<file path="src/rtl/lsc_pkg.sv">
// ----------------------------------------------------------------------------
// lsc_pkg
// Shared constants and types of the 34-bit shift register stream cipher.
// ----------------------------------------------------------------------------
package lsc_pkg;

    localparam int REG_BITS   = 34;
    localparam int CNT_W      = 6;
    localparam int BYTE_W     = 8;
    localparam int APB_DATA_W = 64;
    localparam int APB_ADDR_W = 4;

    // feedback taps
    localparam int TAP_HIGH  = 33;
    localparam int TAP_MID_A = 14;
    localparam int TAP_MID_B = 13;

    // length of the opening phase that hands out the seed bits unchanged
    localparam logic [CNT_W-1:0] SEED_PHASE_LEN = CNT_W'(REG_BITS);

    // register index, taken from the 8-byte word address
    localparam logic REG_IDX_SEED = 1'b0;

    typedef logic [REG_BITS-1:0] t_seed;
    typedef logic [BYTE_W-1:0]   t_byte;

    // request from the datapath to the keystream generator
    typedef struct packed {
        logic step;
        logic first;
    } t_key_req;

endpackage

</file>
<file path="src/rtl/lsc_cfg.sv">
// ----------------------------------------------------------------------------
// lsc_cfg
// APB register file: holds the seed register, write and read access.
// ----------------------------------------------------------------------------
module lsc_cfg (
    input  logic                               i_clk,
    input  logic                               i_rst_n,
    input  logic                               psel,
    input  logic                               penable,
    input  logic                               pwrite,
    input  logic [lsc_pkg::APB_ADDR_W-1:0]     paddr,
    input  logic [lsc_pkg::APB_DATA_W-1:0]     pwdata,
    output logic [lsc_pkg::APB_DATA_W-1:0]     prdata,
    output logic                               pready,
    output lsc_pkg::t_seed                     o_seed
);

    lsc_pkg::t_seed r_seed;
    logic           reg_idx;
    logic           wr_en;

    // registers sit at 8-byte strides
    assign reg_idx = paddr[3];
    assign wr_en   = psel && penable && pwrite && (reg_idx == lsc_pkg::REG_IDX_SEED);

    always_ff @(posedge i_clk) begin
        if (!i_rst_n) begin
            r_seed <= '0;
        end else if (wr_en) begin
            r_seed <= pwdata[lsc_pkg::REG_BITS-1:0];
        end
    end

    always_comb begin
        prdata = '0;
        if (reg_idx == lsc_pkg::REG_IDX_SEED) begin
            prdata = lsc_pkg::APB_DATA_W'(r_seed);
        end
    end

    assign pready = 1'b1;
    assign o_seed = r_seed;

endmodule

</file>
<file path="src/rtl/lsc_keygen.sv">
// ----------------------------------------------------------------------------
// lsc_keygen
// Keystream generator: shift register and opening-phase count, eight key
// bits per step, all eight bit steps unrolled into combinational logic.
// ----------------------------------------------------------------------------
module lsc_keygen (
    input  logic              i_clk,
    input  logic              i_rst_n,
    input  lsc_pkg::t_key_req i_req,
    input  lsc_pkg::t_seed    i_seed,
    output lsc_pkg::t_byte    o_key
);

    lsc_pkg::t_seed               r_shift;
    logic [lsc_pkg::CNT_W-1:0]    r_used;
    lsc_pkg::t_seed               n_shift;
    logic [lsc_pkg::CNT_W-1:0]    n_used;
    lsc_pkg::t_byte               n_key;

    always_comb begin
        logic kbit;
        kbit    = 1'b0;
        n_shift = i_req.first ? i_seed : r_shift;
        n_used  = i_req.first ? '0 : r_used;
        n_key   = '0;
        for (int b = 0; b < lsc_pkg::BYTE_W; b++) begin
            if (n_used < lsc_pkg::SEED_PHASE_LEN) begin
                // opening phase: seed bits straight out, no shifting
                kbit   = n_shift[n_used];
                n_used = lsc_pkg::CNT_W'(n_used + 1'b1);
            end else begin
                kbit    = n_shift[lsc_pkg::TAP_HIGH] ^ n_shift[lsc_pkg::TAP_MID_A]
                        ^ n_shift[lsc_pkg::TAP_MID_B] ^ n_shift[0];
                n_shift = {n_shift[lsc_pkg::REG_BITS-2:0], kbit};
            end
            n_key[b] = kbit;
        end
    end

    always_ff @(posedge i_clk) begin
        if (!i_rst_n) begin
            r_shift <= '0;
            r_used  <= '0;
        end else if (i_req.step) begin
            r_shift <= n_shift;
            r_used  <= n_used;
        end
    end

    assign o_key = n_key;

endmodule

</file>
<file path="src/rtl/lfsr_stream_cipher.sv">
// a byte is taken into the input stage, and its result is registered in the result stage
// throughput: one byte per cycle while results are taken, the eight register steps of a byte are unrolled
// an input stage and a result stage part the two channels, so input stalls only
// when both stages hold data and the result is not taken
// reset (synchronous, active low) clears seed, shift register, count and valid flags
// ----------------------------------------------------------------------------
// lfsr_stream_cipher
// Byte stream cipher: each byte XORed with eight bits of a 34-bit LFSR
// keystream, seed written over APB.
// ----------------------------------------------------------------------------
module lfsr_stream_cipher (
    input  logic                               i_clk,
    input  logic                               i_rst_n,
    input  logic                               i_in_valid,
    output logic                               o_in_ready,
    input  logic [7:0]                         i_data_byte,
    input  logic                               i_first_byte,
    output logic                               o_out_valid,
    input  logic                               i_out_ready,
    output logic [7:0]                         o_result_byte,
    input  logic                               psel,
    input  logic                               penable,
    input  logic                               pwrite,
    input  logic [lsc_pkg::APB_ADDR_W-1:0]     paddr,
    input  logic [lsc_pkg::APB_DATA_W-1:0]     pwdata,
    output logic [lsc_pkg::APB_DATA_W-1:0]     prdata,
    output logic                               pready
);

    logic              r_in_vld;
    lsc_pkg::t_byte    r_data;
    logic              r_first;
    logic              r_out_vld;
    lsc_pkg::t_byte    r_result;

    logic              advance;
    lsc_pkg::t_seed    seed;
    lsc_pkg::t_byte    key;
    lsc_pkg::t_key_req key_req;

    assign advance    = r_in_vld && (!r_out_vld || i_out_ready);
    assign o_in_ready = !r_in_vld || advance;

    assign key_req.step  = advance;
    assign key_req.first = r_first;

    lsc_cfg u_cfg (
        .i_clk   (i_clk),
        .i_rst_n (i_rst_n),
        .psel    (psel),
        .penable (penable),
        .pwrite  (pwrite),
        .paddr   (paddr),
        .pwdata  (pwdata),
        .prdata  (prdata),
        .pready  (pready),
        .o_seed  (seed)
    );

    lsc_keygen u_keygen (
        .i_clk   (i_clk),
        .i_rst_n (i_rst_n),
        .i_req   (key_req),
        .i_seed  (seed),
        .o_key   (key)
    );

    // input stage
    always_ff @(posedge i_clk) begin
        if (!i_rst_n) begin
            r_in_vld <= 1'b0;
        end else if (o_in_ready) begin
            r_in_vld <= i_in_valid;
        end
    end

    always_ff @(posedge i_clk) begin
        if (i_in_valid && o_in_ready) begin
            r_data  <= i_data_byte;
            r_first <= i_first_byte;
        end
    end

    // result stage
    always_ff @(posedge i_clk) begin
        if (!i_rst_n) begin
            r_out_vld <= 1'b0;
        end else if (advance) begin
            r_out_vld <= 1'b1;
        end else if (i_out_ready) begin
            r_out_vld <= 1'b0;
        end
    end

    always_ff @(posedge i_clk) begin
        if (advance) begin
            r_result <= r_data ^ key;
        end
    end

    assign o_out_valid   = r_out_vld;
    assign o_result_byte = r_result;

endmodule

</file>
<file path="config.mk">
export PLATFORM = sky130hd
export DESIGN_NAME = lfsr_stream_cipher
export DESIGN_NICKNAME = d
export VERILOG_FILES = /design/src/rtl/lsc_pkg.sv /design/src/rtl/lsc_cfg.sv /design/src/rtl/lsc_keygen.sv /design/src/rtl/lfsr_stream_cipher.sv
export SDC_FILE = /design/constraint.sdc
export NUM_CORES = 1
export LEC_CHECK = 0
export BUFFER_PORTS_ARGS = -buffer_cell sky130_fd_sc_hd__buf_4
export CORE_ASPECT_RATIO = 1.5
export CORE_MARGIN = 2
export CORE_UTILIZATION = 45
export DETAILED_ROUTE_END_ITERATION = 8
export PLACE_DENSITY = 0.71
export REMOVE_ABC_BUFFERS = 1
export SYNTH_ARGS = -nofsm -noshare
export SYNTH_HDL_FRONTEND = slang
export SYNTH_HIERARCHICAL = 1
export SYNTH_SLANG_ARGS = --single-unit
</file>
<file path="constraint.sdc">
create_clock -name i_clk -period 12.8 [get_ports i_clk]
set_input_delay 0 -clock i_clk [delete_from_list [all_inputs] [get_ports i_clk]]
set_output_delay 0 -clock i_clk [all_outputs]
set_load 0.02 [all_outputs]
</file>
==> metrics, run 1 <==
status finished, final reports clean; Post-Syn Instances 1760; Worst R2R Setup Slack 2.08 ns; EDFF count, synth 17; I/O pins 159; most used cell, CP ha_1; PostCTS Resize Cnt 0; Sequential cell area 2030 µm²; initial antenna violation count 0; most common cell in the synthesized netlist nand2_1; initial DRC count 1111; Highest Clock Rate 0.0932 GHz; routed len/inst 21.0 µm; Yosys warning count 6; Critical Path Stages 35; Async SR Flop Fraction 0; largest net degree at the start of global routing 73; Multi-input gate area 9900 µm²; Netlist Area Pre-Place 12800 µm²; final hold violations 0; sequential share of power 0.093; Num CTS Buffers 9; CP Capture Point o_result_byte[7]; core box area 28000 µm²; drt via density 6.20; Tcrit/Tclk final 0.838; global-route usage over all layers 0.302; Max Cap Viol 0; Clock Path Buffers 2; antenna-violating nets left 0; Critical Path End Type flip-flop; CP Buf/Inv Count 9; effective utilization at floorplan 0.457; hpwl dp 34.8 mm; Final Worst Setup Slack 2.08 ns; chip height 210 µm; Sink Count 93; final setup TNS 0 ns; port bufs 94; worst endpoint data arrival time 10.84 ns; Pleak 0.00564 µW; Post-CTS Setup Bufs 0; filler instances 2705; r2r endpoint o_result_byte[7]; post-layout minimum cycle time 10.72 ns; synth cell count leaders 294 x nand2_1, 199 x mux2i_1, 190 x nor2_1; Final nets 1907; Unique masters post-synth 109; slowest CP cell and3_1; sw power 2460 µW; via count 13445; worst-path maximum fanout 25; Rows 75; CP startpoint kind flip-flop; fin cells 2167; VDD IR max 0.000318 V; Place WS 2.25 ns; final setup vio count 0; Net Sw Frac 0.575; Final GP Congestion 0.991; Crit Path Category reg2reg; placed cells 2105; worst min path class in2reg; Post-synth top flop dfxtp_1; Slew Limit Fails 0; cts hold-fix bufs 46; PD cells 299 nW/µm²; Clock power frac 0.066; HP Start i_rst_n; RSZ-0062 raised after global routing no; clk_skew 0.00885 ns; vias in the first global route 12497; TritonRoute pass-1 iters 6; H-tree depth 3; total design power 4280 µW; first-pass GRT wire length 70.5 mm; Syn Area/Cell 7.27 µm²; Slew @ Worst Pin 1.25 ns; DRC Markers 0; FF+latch count, synth 93; combinational fraction of design power 0.841; dominant cell type by area after synthesis mux2i_1; share of the yosys chip area belonging to registers 0.159; Total Wirelength 45.6 mm; die area 29800 µm²; CTS tree built; clock-pin transition on the worst setup and hold timing paths 0.07 ns; fraction of layout cells with a size suffix above 1 0.145; clk_lat worst skew 0.37 ns; Slew headroom 0.157; WP data required 12.91 ns; Syn-to-layout area delta 11.8%; largest cells by area after synthesis mux2i_1 16%, dfxtp_1 12%, nand2_1 8.6%; Clock Root Buffer clkbuf_16; worst r2r src r_first; Chip Width 142 µm; WHS 0.165 ns; internal power 1820 µW; post-synth top area share 0.156; Max stage delay on crit path 0.69 ns; Reg2Reg Depth 35; CP startpoint r_first; global route overflow 0; Top delay family on crit path simple AND/OR/NAND/NOR gates
-- worst min path at each step --
stage	to	slack (ns)	depth (start not counted)
after global routing	o_out_valid	0.21	2
after detailed placement	r_data[6]	0.18	1
after global placement	r_data[6]	0.18	1
after floorplan	prdata[10]	0.08	1
after CTS	o_out_valid	0.16	2
final	o_out_valid	0.17	2
-- power by group through the flow --
| stage | sequential (µW) | clock, µW | combinational, µW |
|---|---|---|---|
| 6_report | 399 | 282 | 3600 |
| 5_1_grt | 398 | 297 | 3870 |
| 4_1_cts | 395 | 288 | 3520 |
| 3_5_place_dp | 402 | 0 | 3490 |
| 3_3_place_gp | 401 | 0 | 3470 |
| 2_1_floorplan | 410 | 0 | 2510 |
-- cells by family (layout without fill, tap and decap cells) --
kind of cell	after synthesis	count (layout)	synth area share
adder cells (fa/ha/maj)	7	7	0.00685
flip-flops	93	93	0.159
AO/OA/AOI/OAI	498	498	0.270
AND/OR/NAND/NOR	663	663	0.232
buffers and inverters	201	232	0.0799
other	2	32	0.000587
XOR/XNOR	68	68	0.0603
multiplexers	228	228	0.191
-- registers in the layout, summed over array words and instances, names as in the netlist --
register          count
r_data                8
u_keygen/r_shift     34
u_keygen/r_used       6
o_out_valid           1
o_result_byte         8
u_cfg/o_seed         34
r_in_vld              1
r_first               1
-- layout by cell type (no fill, tap or decap), types with 11 or more instances in the layout --
master           n
a21boi_0        11
xor2_1          20
and3_1          13
nand2_1        294
xnor2_1         34
mux2i_1        199
dlygate4sd3_1   46
nor2_1         189
buf_4          144
a211oi_1        57
conb_1          31
a31oi_1         27
nand3_1         30
dfxtp_1         76
edfxtp_1        17
a311oi_1        14
nor3_1          28
mux2_2          17
o21a_1          12
and2_1          11
inv_1           18
o211ai_1        42
o21ai_0        104
a21oi_1        122
nor2b_1         38
-- layer usage --
layer | GRT usage | wire length [µm]
met5 | 0 | 0
met4 | 0.213 | 3770
met3 | 0.0309 | 2610
met2 | 0.512 | 21800
met1 | 0.355 | 17400
-- stage by stage --
step | util | instance area (µm²)
after floorplan | - | 12000
after global placement | 0.484 | 13500
after detailed placement | 0.484 | 13500
after CTS | 0.511 | 14300
after global routing | 0.511 | 14300
final | 0.511 | 14300
-- area by class of cell --
type / count / share of cell area
antenna: 1 / 0.000175
clock buffer: 10 / 0.0175
clock inverter: 5 / 0.00306
inverter: 27 / 0.00709
multi-input combinational: 1495 / 0.692
sequential: 93 / 0.142
tap: 346 / 0.0303
timing repair buffer: 190 / 0.108
No activity file was read; power rests on OpenSTA's default activity.
==> inputs of run 2 (changes only) <==
Settings changed: PLACE_DENSITY 0.71 to 0.74.
Clock period 12.8 ns to 9.85 ns, I/O delays scaled along.
==> run 2 against run 1 <==
Die area is the same. First-iteration DRC count grew 30%. Largest cell class unchanged. Register-to-register slack lost 1.5 ns.
==> metrics, run 2 (synthesis results as in run 1) <==
status finished, final reports clean (unchanged); slowest CP cell a211oi_2 (was and3_1); global route overflow 0 (unchanged); Crit Path Category reg2reg (unchanged); final setup TNS 0 ns (unchanged); Antenna Cells 0 (was 1); Top delay family on crit path compound AO/OA/AOI/OAI gates (was simple AND/OR/NAND/NOR gates); Place WS 0.0338 ns (was 2.25 ns); Rows 75 (unchanged); Highest Clock Rate 0.107 GHz (was 0.0932 GHz); final hold violations 0 (unchanged); Final Worst Setup Slack 0.534 ns (was 2.08 ns); largest net degree at the start of global routing 73 (unchanged); placed cells 2106 (was 2105); Max Cap Viol 0 (unchanged); via count 13685 (was 13445); Post-CTS Setup Bufs 0 (unchanged); Critical Path End Type flip-flop (unchanged); Max stage delay on crit path 0.56 ns (was 0.69 ns); Pleak 0.00567 µW (was 0.00564 µW); total design power 5620 µW (was 4280 µW); Slew Limit Fails 0 (unchanged); port bufs 94 (unchanged); worst endpoint data arrival time 9.52 ns (was 10.84 ns); die area 29800 µm² (unchanged); DRC Markers 0 (unchanged); fin cells 2169 (was 2167); Clock Root Buffer clkbuf_16 (unchanged); Final GP Congestion 1.01 (was 0.991); RSZ-0062 raised after global routing no (unchanged); initial DRC count 1442 (was 1111); Syn-to-layout area delta 12.5% (was 11.8%); Worst R2R Setup Slack 0.53 ns (was 2.08 ns); Sink Count 93 (unchanged); PD cells 390 nW/µm² (was 299 nW/µm²); clk_lat worst skew 0.38 ns (was 0.37 ns); Total Wirelength 46.9 mm (was 45.6 mm); CP Capture Point u_keygen/r_used[0] (was o_result_byte[7]); Reg2Reg Depth 29 (was 35); routed len/inst 21.6 µm (was 21.0 µm); chip height 210 µm (unchanged); Final nets 1909 (was 1907); CP startpoint r_first (unchanged); WHS 0.149 ns (was 0.165 ns); worst-path maximum fanout 42 (was 25); CP Buf/Inv Count 7 (was 9); drt via density 6.31 (was 6.20); worst r2r src r_first (unchanged); most frequent cells in the layout 294 x nand2_1, 199 x mux2i_1, 189 x nor2_1 (unchanged); hpwl dp 35.6 mm (was 34.8 mm); final setup vio count 0 (unchanged); most used cell, CP buf_4 (was ha_1); antenna-violating nets left 0 (unchanged); clk_skew 0.0109 ns (was 0.00885 ns); WP data required 10.06 ns (was 12.91 ns); Chip Width 142 µm (unchanged); vias in the first global route 12726 (was 12497); first-pass GRT wire length 72.2 mm (was 70.5 mm); post-layout minimum cycle time 9.32 ns (was 10.72 ns); CTS tree built (unchanged); TritonRoute pass-1 iters 6 (unchanged); VDD IR max 0.000329 V (was 0.000318 V); I/O pins 159 (unchanged); Num CTS Buffers 9 (unchanged); Slew headroom 0.192 (was 0.157); worst min path class in2reg (unchanged); clock-pin transition on the worst setup and hold timing paths 0.08 ns (was 0.07 ns); Clock Path Buffers 2 (unchanged); Tcrit/Tclk final 0.946 (was 0.838); commonest non-fill, non-tap cell in the layout nand2_1 (unchanged); global-route usage over all layers 0.310 (was 0.302); CP startpoint kind flip-flop (unchanged); Slew @ Worst Pin 1.20 ns (was 1.25 ns); r2r endpoint u_keygen/r_used[0] (was o_result_byte[7]); HP Start i_rst_n (unchanged); H-tree depth 3 (unchanged); effective utilization at floorplan 0.457 (unchanged); initial antenna violation count 1 (was 0); fraction of layout cells with a size suffix above 1 0.148 (was 0.145); Critical Path Stages 29 (was 35); core box area 28000 µm² (unchanged)
-- run 2: how the worst min path moves through the flow --
stage | endpoint | slack [ns] | cells after the start
6_report | o_out_valid | 0.15 | 2
5_1_grt | o_out_valid | 0.20 | 2
4_1_cts | o_out_valid | 0.15 | 2
3_5_place_dp | r_data[6] | 0.18 | 1
3_3_place_gp | r_data[7] | 0.18 | 1
2_1_floorplan | prdata[10] | 0.08 | 1
-- run 2: what timing repair did --
item / 4_1_cts / 5_1_grt
endpoints found under the hold margin: 45 / 0
hold buffers: 46 / 0
endpoints found under the setup margin: 0 / 37
resized for setup: 0 / 6
-- run 2: worst register-to-register path: cells and delay by family, from the launching register on --
| family | cells | cell delay (ns) |
|---|---|---|
| compound gates | 7 | 2.94 |
| xor+xnor | 4 | 0.81 |
| fa+ha+maj | 3 | 1.07 |
| buf+inv | 7 | 1.63 |
| flops | 1 | 0.48 |
| mux | 1 | 0.41 |
| simple gates | 7 | 1.80 |
-- run 2: power by group --
| group | internal, µW | switching [µW] | total, µW |
|---|---|---|---|
| clock | 206 | 188 | 394 |
| combinational | 1710 | 2990 | 4700 |
| sequential | 460 | 58.4 | 519 |
| total | 2380 | 3240 | 5620 |
-- run 2: routing by layer --
layer / track usage / wire length, µm / vias to the layer above
met1: 0.362 / 17600 / 6386
met4: 0.239 / 3830 / 2
li1: - / - / 6430
met3: 0.0313 / 2860 / 175
met5: 0 / 13 / -
met2: 0.519 / 22600 / 692
-- run 2: stage by stage --
stage | util | cell area [µm²]
after floorplan | - | 12000
after global placement | 0.485 | 13600
after detailed placement | 0.485 | 13600
after CTS | 0.513 | 14300
after global routing | 0.514 | 14400
final | 0.514 | 14400
-- run 2: area by class of cell --
cell class / instances / area [µm²]
clock inverters: 7 / 97.6
repair buffers: 191 / 1550
fillers: 2707 / 13600
clock buffers: 9 / 225
flip-flops and latches: 93 / 2030
multi-input cells: 1496 / 9940
inverters: 27 / 101
well taps: 346 / 433
==> inputs of run 3 (changes only) <==
Settings changed: SYNTH_HIERARCHICAL 1 to unset.
==> run 3 against run 2 <==
Critical path depth increased by 5. Maximum frequency increased by 0.91%. First-iteration DRC count decreased by 23%. Non-clock buffer count decreased by 5. Routed wire length decreased by 7.5%. Sequential share of layout area increased by 0.54 points. Flip-flop and latch count unchanged. Hold slack improved by 0.037 ns. Clock skew increased by 0.0074 ns. Critical endpoint is now u_keygen.r_used[1]. Sequential power decreased by 1%. Largest power group unchanged. Critical path type unchanged.
==> metrics, run 3 <==
Final GP Congestion 0.989 (was 1.01); Num CTS Buffers 9 (unchanged); initial antenna violation count 0 (was 1); post-layout minimum cycle time 9.23 ns (was 9.32 ns); synth cell count leaders 277 x nand2_1, 167 x nor2_1, 149 x mux2i_1 (was 294 x nand2_1, 199 x mux2i_1, 190 x nor2_1); WHS 0.186 ns (was 0.149 ns); hold path endpoint u_cfg.o_seed[11] (was o_out_valid); Max stage delay on crit path 0.60 ns (was 0.56 ns); I/O pins 159 (unchanged); worst r2r src u_keygen.r_used[2] (was r_first); Syn-to-layout area delta 13.6% (was 12.5%); Slew @ Worst Pin 1.15 ns (was 1.20 ns); worst-path maximum fanout 42 (unchanged); CP Buf/Inv Count 8 (was 7); EDFF count, synth 17 (unchanged); most common cell in the synthesized netlist nand2_1 (unchanged); Slew headroom 0.232 (was 0.192); via count 13077 (was 13685); port bufs 94 (unchanged); Tcrit/Tclk final 0.937 (was 0.946); core box area 26600 µm² (was 28000 µm²); clock-pin transition on the worst setup and hold timing paths 0.09 ns (was 0.08 ns); die area 28500 µm² (was 29800 µm²); Yosys warning count 0 (was 6); final hold violations 0 (unchanged); worst endpoint data arrival time 9.50 ns (was 9.52 ns); vias in the first global route 12200 (was 12726); effective utilization at floorplan 0.459 (was 0.457); FF+latch count, synth 93 (unchanged); WP data required 10.12 ns (was 10.06 ns); worst min path class in2reg (unchanged); chip height 206 µm (was 210 µm); Hold Crit Depth 2 (unchanged); share of the yosys chip area belonging to registers 0.167 (was 0.159); slowest CP cell or4b_1 (was a211oi_2); Post-synth top flop dfxtp_1 (unchanged); Critical Path End Type flip-flop (unchanged); post-synth top area share 0.125 (was 0.156); Netlist Area Pre-Place 12200 µm² (was 12800 µm²); global-route usage over all layers 0.296 (was 0.310); r2r endpoint u_keygen.r_used[1] (was u_keygen/r_used[0]); Reg2Reg Depth 34 (was 29); Unique masters post-synth 96 (was 109); Rows 73 (was 75); Sink Count 93 (unchanged); most frequent cells in the layout 277 x nand2_1, 166 x nor2_1, 149 x mux2i_1 (was 294 x nand2_1, 199 x mux2i_1, 189 x nor2_1); clk_lat worst skew 0.39 ns (was 0.38 ns); Total Wirelength 43.3 mm (was 46.9 mm); TritonRoute pass-1 iters 5 (was 6); largest cells by area after synthesis dfxtp_1 12%, mux2i_1 12%, nand2_1 8.5% (was mux2i_1 16%, dfxtp_1 12%, nand2_1 8.6%); Syn Area/Cell 7.25 µm² (was 7.27 µm²); Top delay family on crit path compound AO/OA/AOI/OAI gates (unchanged); final instance area 13900 µm² (was 14400 µm²); Chip Width 138 µm (was 142 µm); Antenna Cells 0 (unchanged); Pleak 0.00553 µW (was 0.00567 µW); Max Cap Viol 0 (unchanged); Highest Clock Rate 0.108 GHz (was 0.107 GHz); Final nets 1835 (was 1909); global route overflow 0 (unchanged); antenna-violating nets left 0 (unchanged); fraction of layout cells with a size suffix above 1 0.143 (was 0.148); hpwl dp 32.5 mm (was 35.6 mm); final setup vio count 0 (unchanged); HP Start i_rst_n (unchanged); Slew Limit Fails 0 (unchanged); drt via density 6.27 (was 6.31); clk_skew 0.0183 ns (was 0.0109 ns); Worst R2R Setup Slack 0.62 ns (was 0.53 ns); first-pass GRT wire length 67.2 mm (was 72.2 mm); RSZ-0062 raised after global routing no (unchanged); PD cells 325 nW/µm² (was 390 nW/µm²); initial DRC count 1115 (was 1442); Placed Area 13000 µm² (was 13600 µm²); dominant cell type by area after synthesis dfxtp_1 (was mux2i_1); Clock Root Buffer clkbuf_16 (unchanged); CTS tree built (unchanged); VDD IR max 0.000269 V (was 0.000329 V); DRC Markers 0 (unchanged); Clock Path Buffers 2 (unchanged); Crit Path Category reg2reg (unchanged); routed len/inst 20.8 µm (was 21.6 µm); commonest non-fill, non-tap cell in the layout nand2_1 (unchanged); status finished, final reports clean (unchanged); Post-Syn Instances 1683 (was 1760); largest net degree at the start of global routing 81 (was 73); Async SR Flop Fraction 0 (unchanged); H-tree depth 3 (unchanged); CP startpoint kind flip-flop (unchanged)
-- run 3: cell count changes after synthesis, sizes merged, moves of 8 or more --
| cell | before | now |
|---|---|---|
| nand2 | 294 | 277 |
| nor2 | 192 | 169 |
| mux2i | 201 | 151 |
| mux2 | 17 | 30 |
| a21boi | 12 | 40 |
| a31oi | 31 | 19 |
| xnor2 | 42 | 50 |
| clkbuf | 76 | 91 |
| o211a | 1 | 36 |
| a211oi | 60 | 42 |
| and3 | 13 | 4 |
| a21oi | 124 | 109 |
| buf | 98 | 75 |
-- run 3: routing by layer --
layer | GRT usage | wire (µm) | vias to the layer above
met2 | 0.523 | 21300 | 559
met1 | 0.342 | 16800 | 6170
met3 | 0.0344 | 2450 | 136
met4 | 0.183 | 2750 | 0
met5 | 0 | 0 | -
li1 | - | - | 6212
-- run 3: layout make-up --
cell class / count / area (µm²)
clock buffers: 9 / 225
flip-flops and latches: 93 / 2030
multi-input cells: 1433 / 9510
fillers: 2539 / 12700
clock inverters: 7 / 80.1
well taps: 337 / 422
inverters: 20 / 80.1
repair buffers: 186 / 1510
-- run 3: metrics by stage --
| step | cells | utilization | setup TNS [ns] | setup WS [ns] | total power (µW) |
|---|---|---|---|---|---|
| floorplan | 1546 | - | -207.79 | -5.32 | 2990 |
| global placement | 2023 | 0.490 | 0 | 0.706 | 3970 |
| CTS | 2085 | 0.519 | 0 | 0.489 | 4420 |
| global route | 2085 | 0.521 | 0 | 0.0302 | 4820 |
| detailed placement | 2023 | 0.490 | 0 | 0.503 | 4010 |
| finish | 2085 | 0.521 | 0 | 0.619 | 4500 |
-- run 3: worst max path at each step --
stage | startpoint | to | slack (ns) | cells past startpoint
floorplan | r_first | u_keygen.r_shift[0] | -5.32 | 30
global placement | r_first | u_keygen.r_used[1] | 0.71 | 34
detailed placement | r_first | u_keygen.r_used[1] | 0.50 | 34
CTS | r_first | u_keygen.r_used[1] | 0.49 | 34
global route | u_keygen.r_used[2] | o_result_byte[7] | 0.03 | 33
finish | u_keygen.r_used[2] | u_keygen.r_used[1] | 0.62 | 34
-- run 3: what timing repair did --
item	4_1_cts	5_1_grt
hold endpoints to repair	45	0
setup endpoints to repair	0	4
gates resized for setup	0	11
setup buffers	0	0
hold buffers	46	0
-- run 3: report_power, final --
part / internal (µW) / switching [µW]
clock network: 181 / 193
registers: 453 / 61.1
logic: 1350 / 2260
total: 1990 / 2510
-- run 3: cells by family (layout without fill, tap and decap cells) --
kind of cell / after synthesis / in the layout / share of synthesized area
XOR/XNOR: 69 / 69 / 0.0547
adder cells (fa/ha/maj): 8 / 8 / 0.00820
other: 2 / 31 / 0.000616
flip-flops: 93 / 93 / 0.167
AO/OA/AOI/OAI: 525 / 525 / 0.305
AND/OR/NAND/NOR: 609 / 609 / 0.222
multiplexers: 191 / 191 / 0.171
buffers and inverters: 186 / 222 / 0.0723
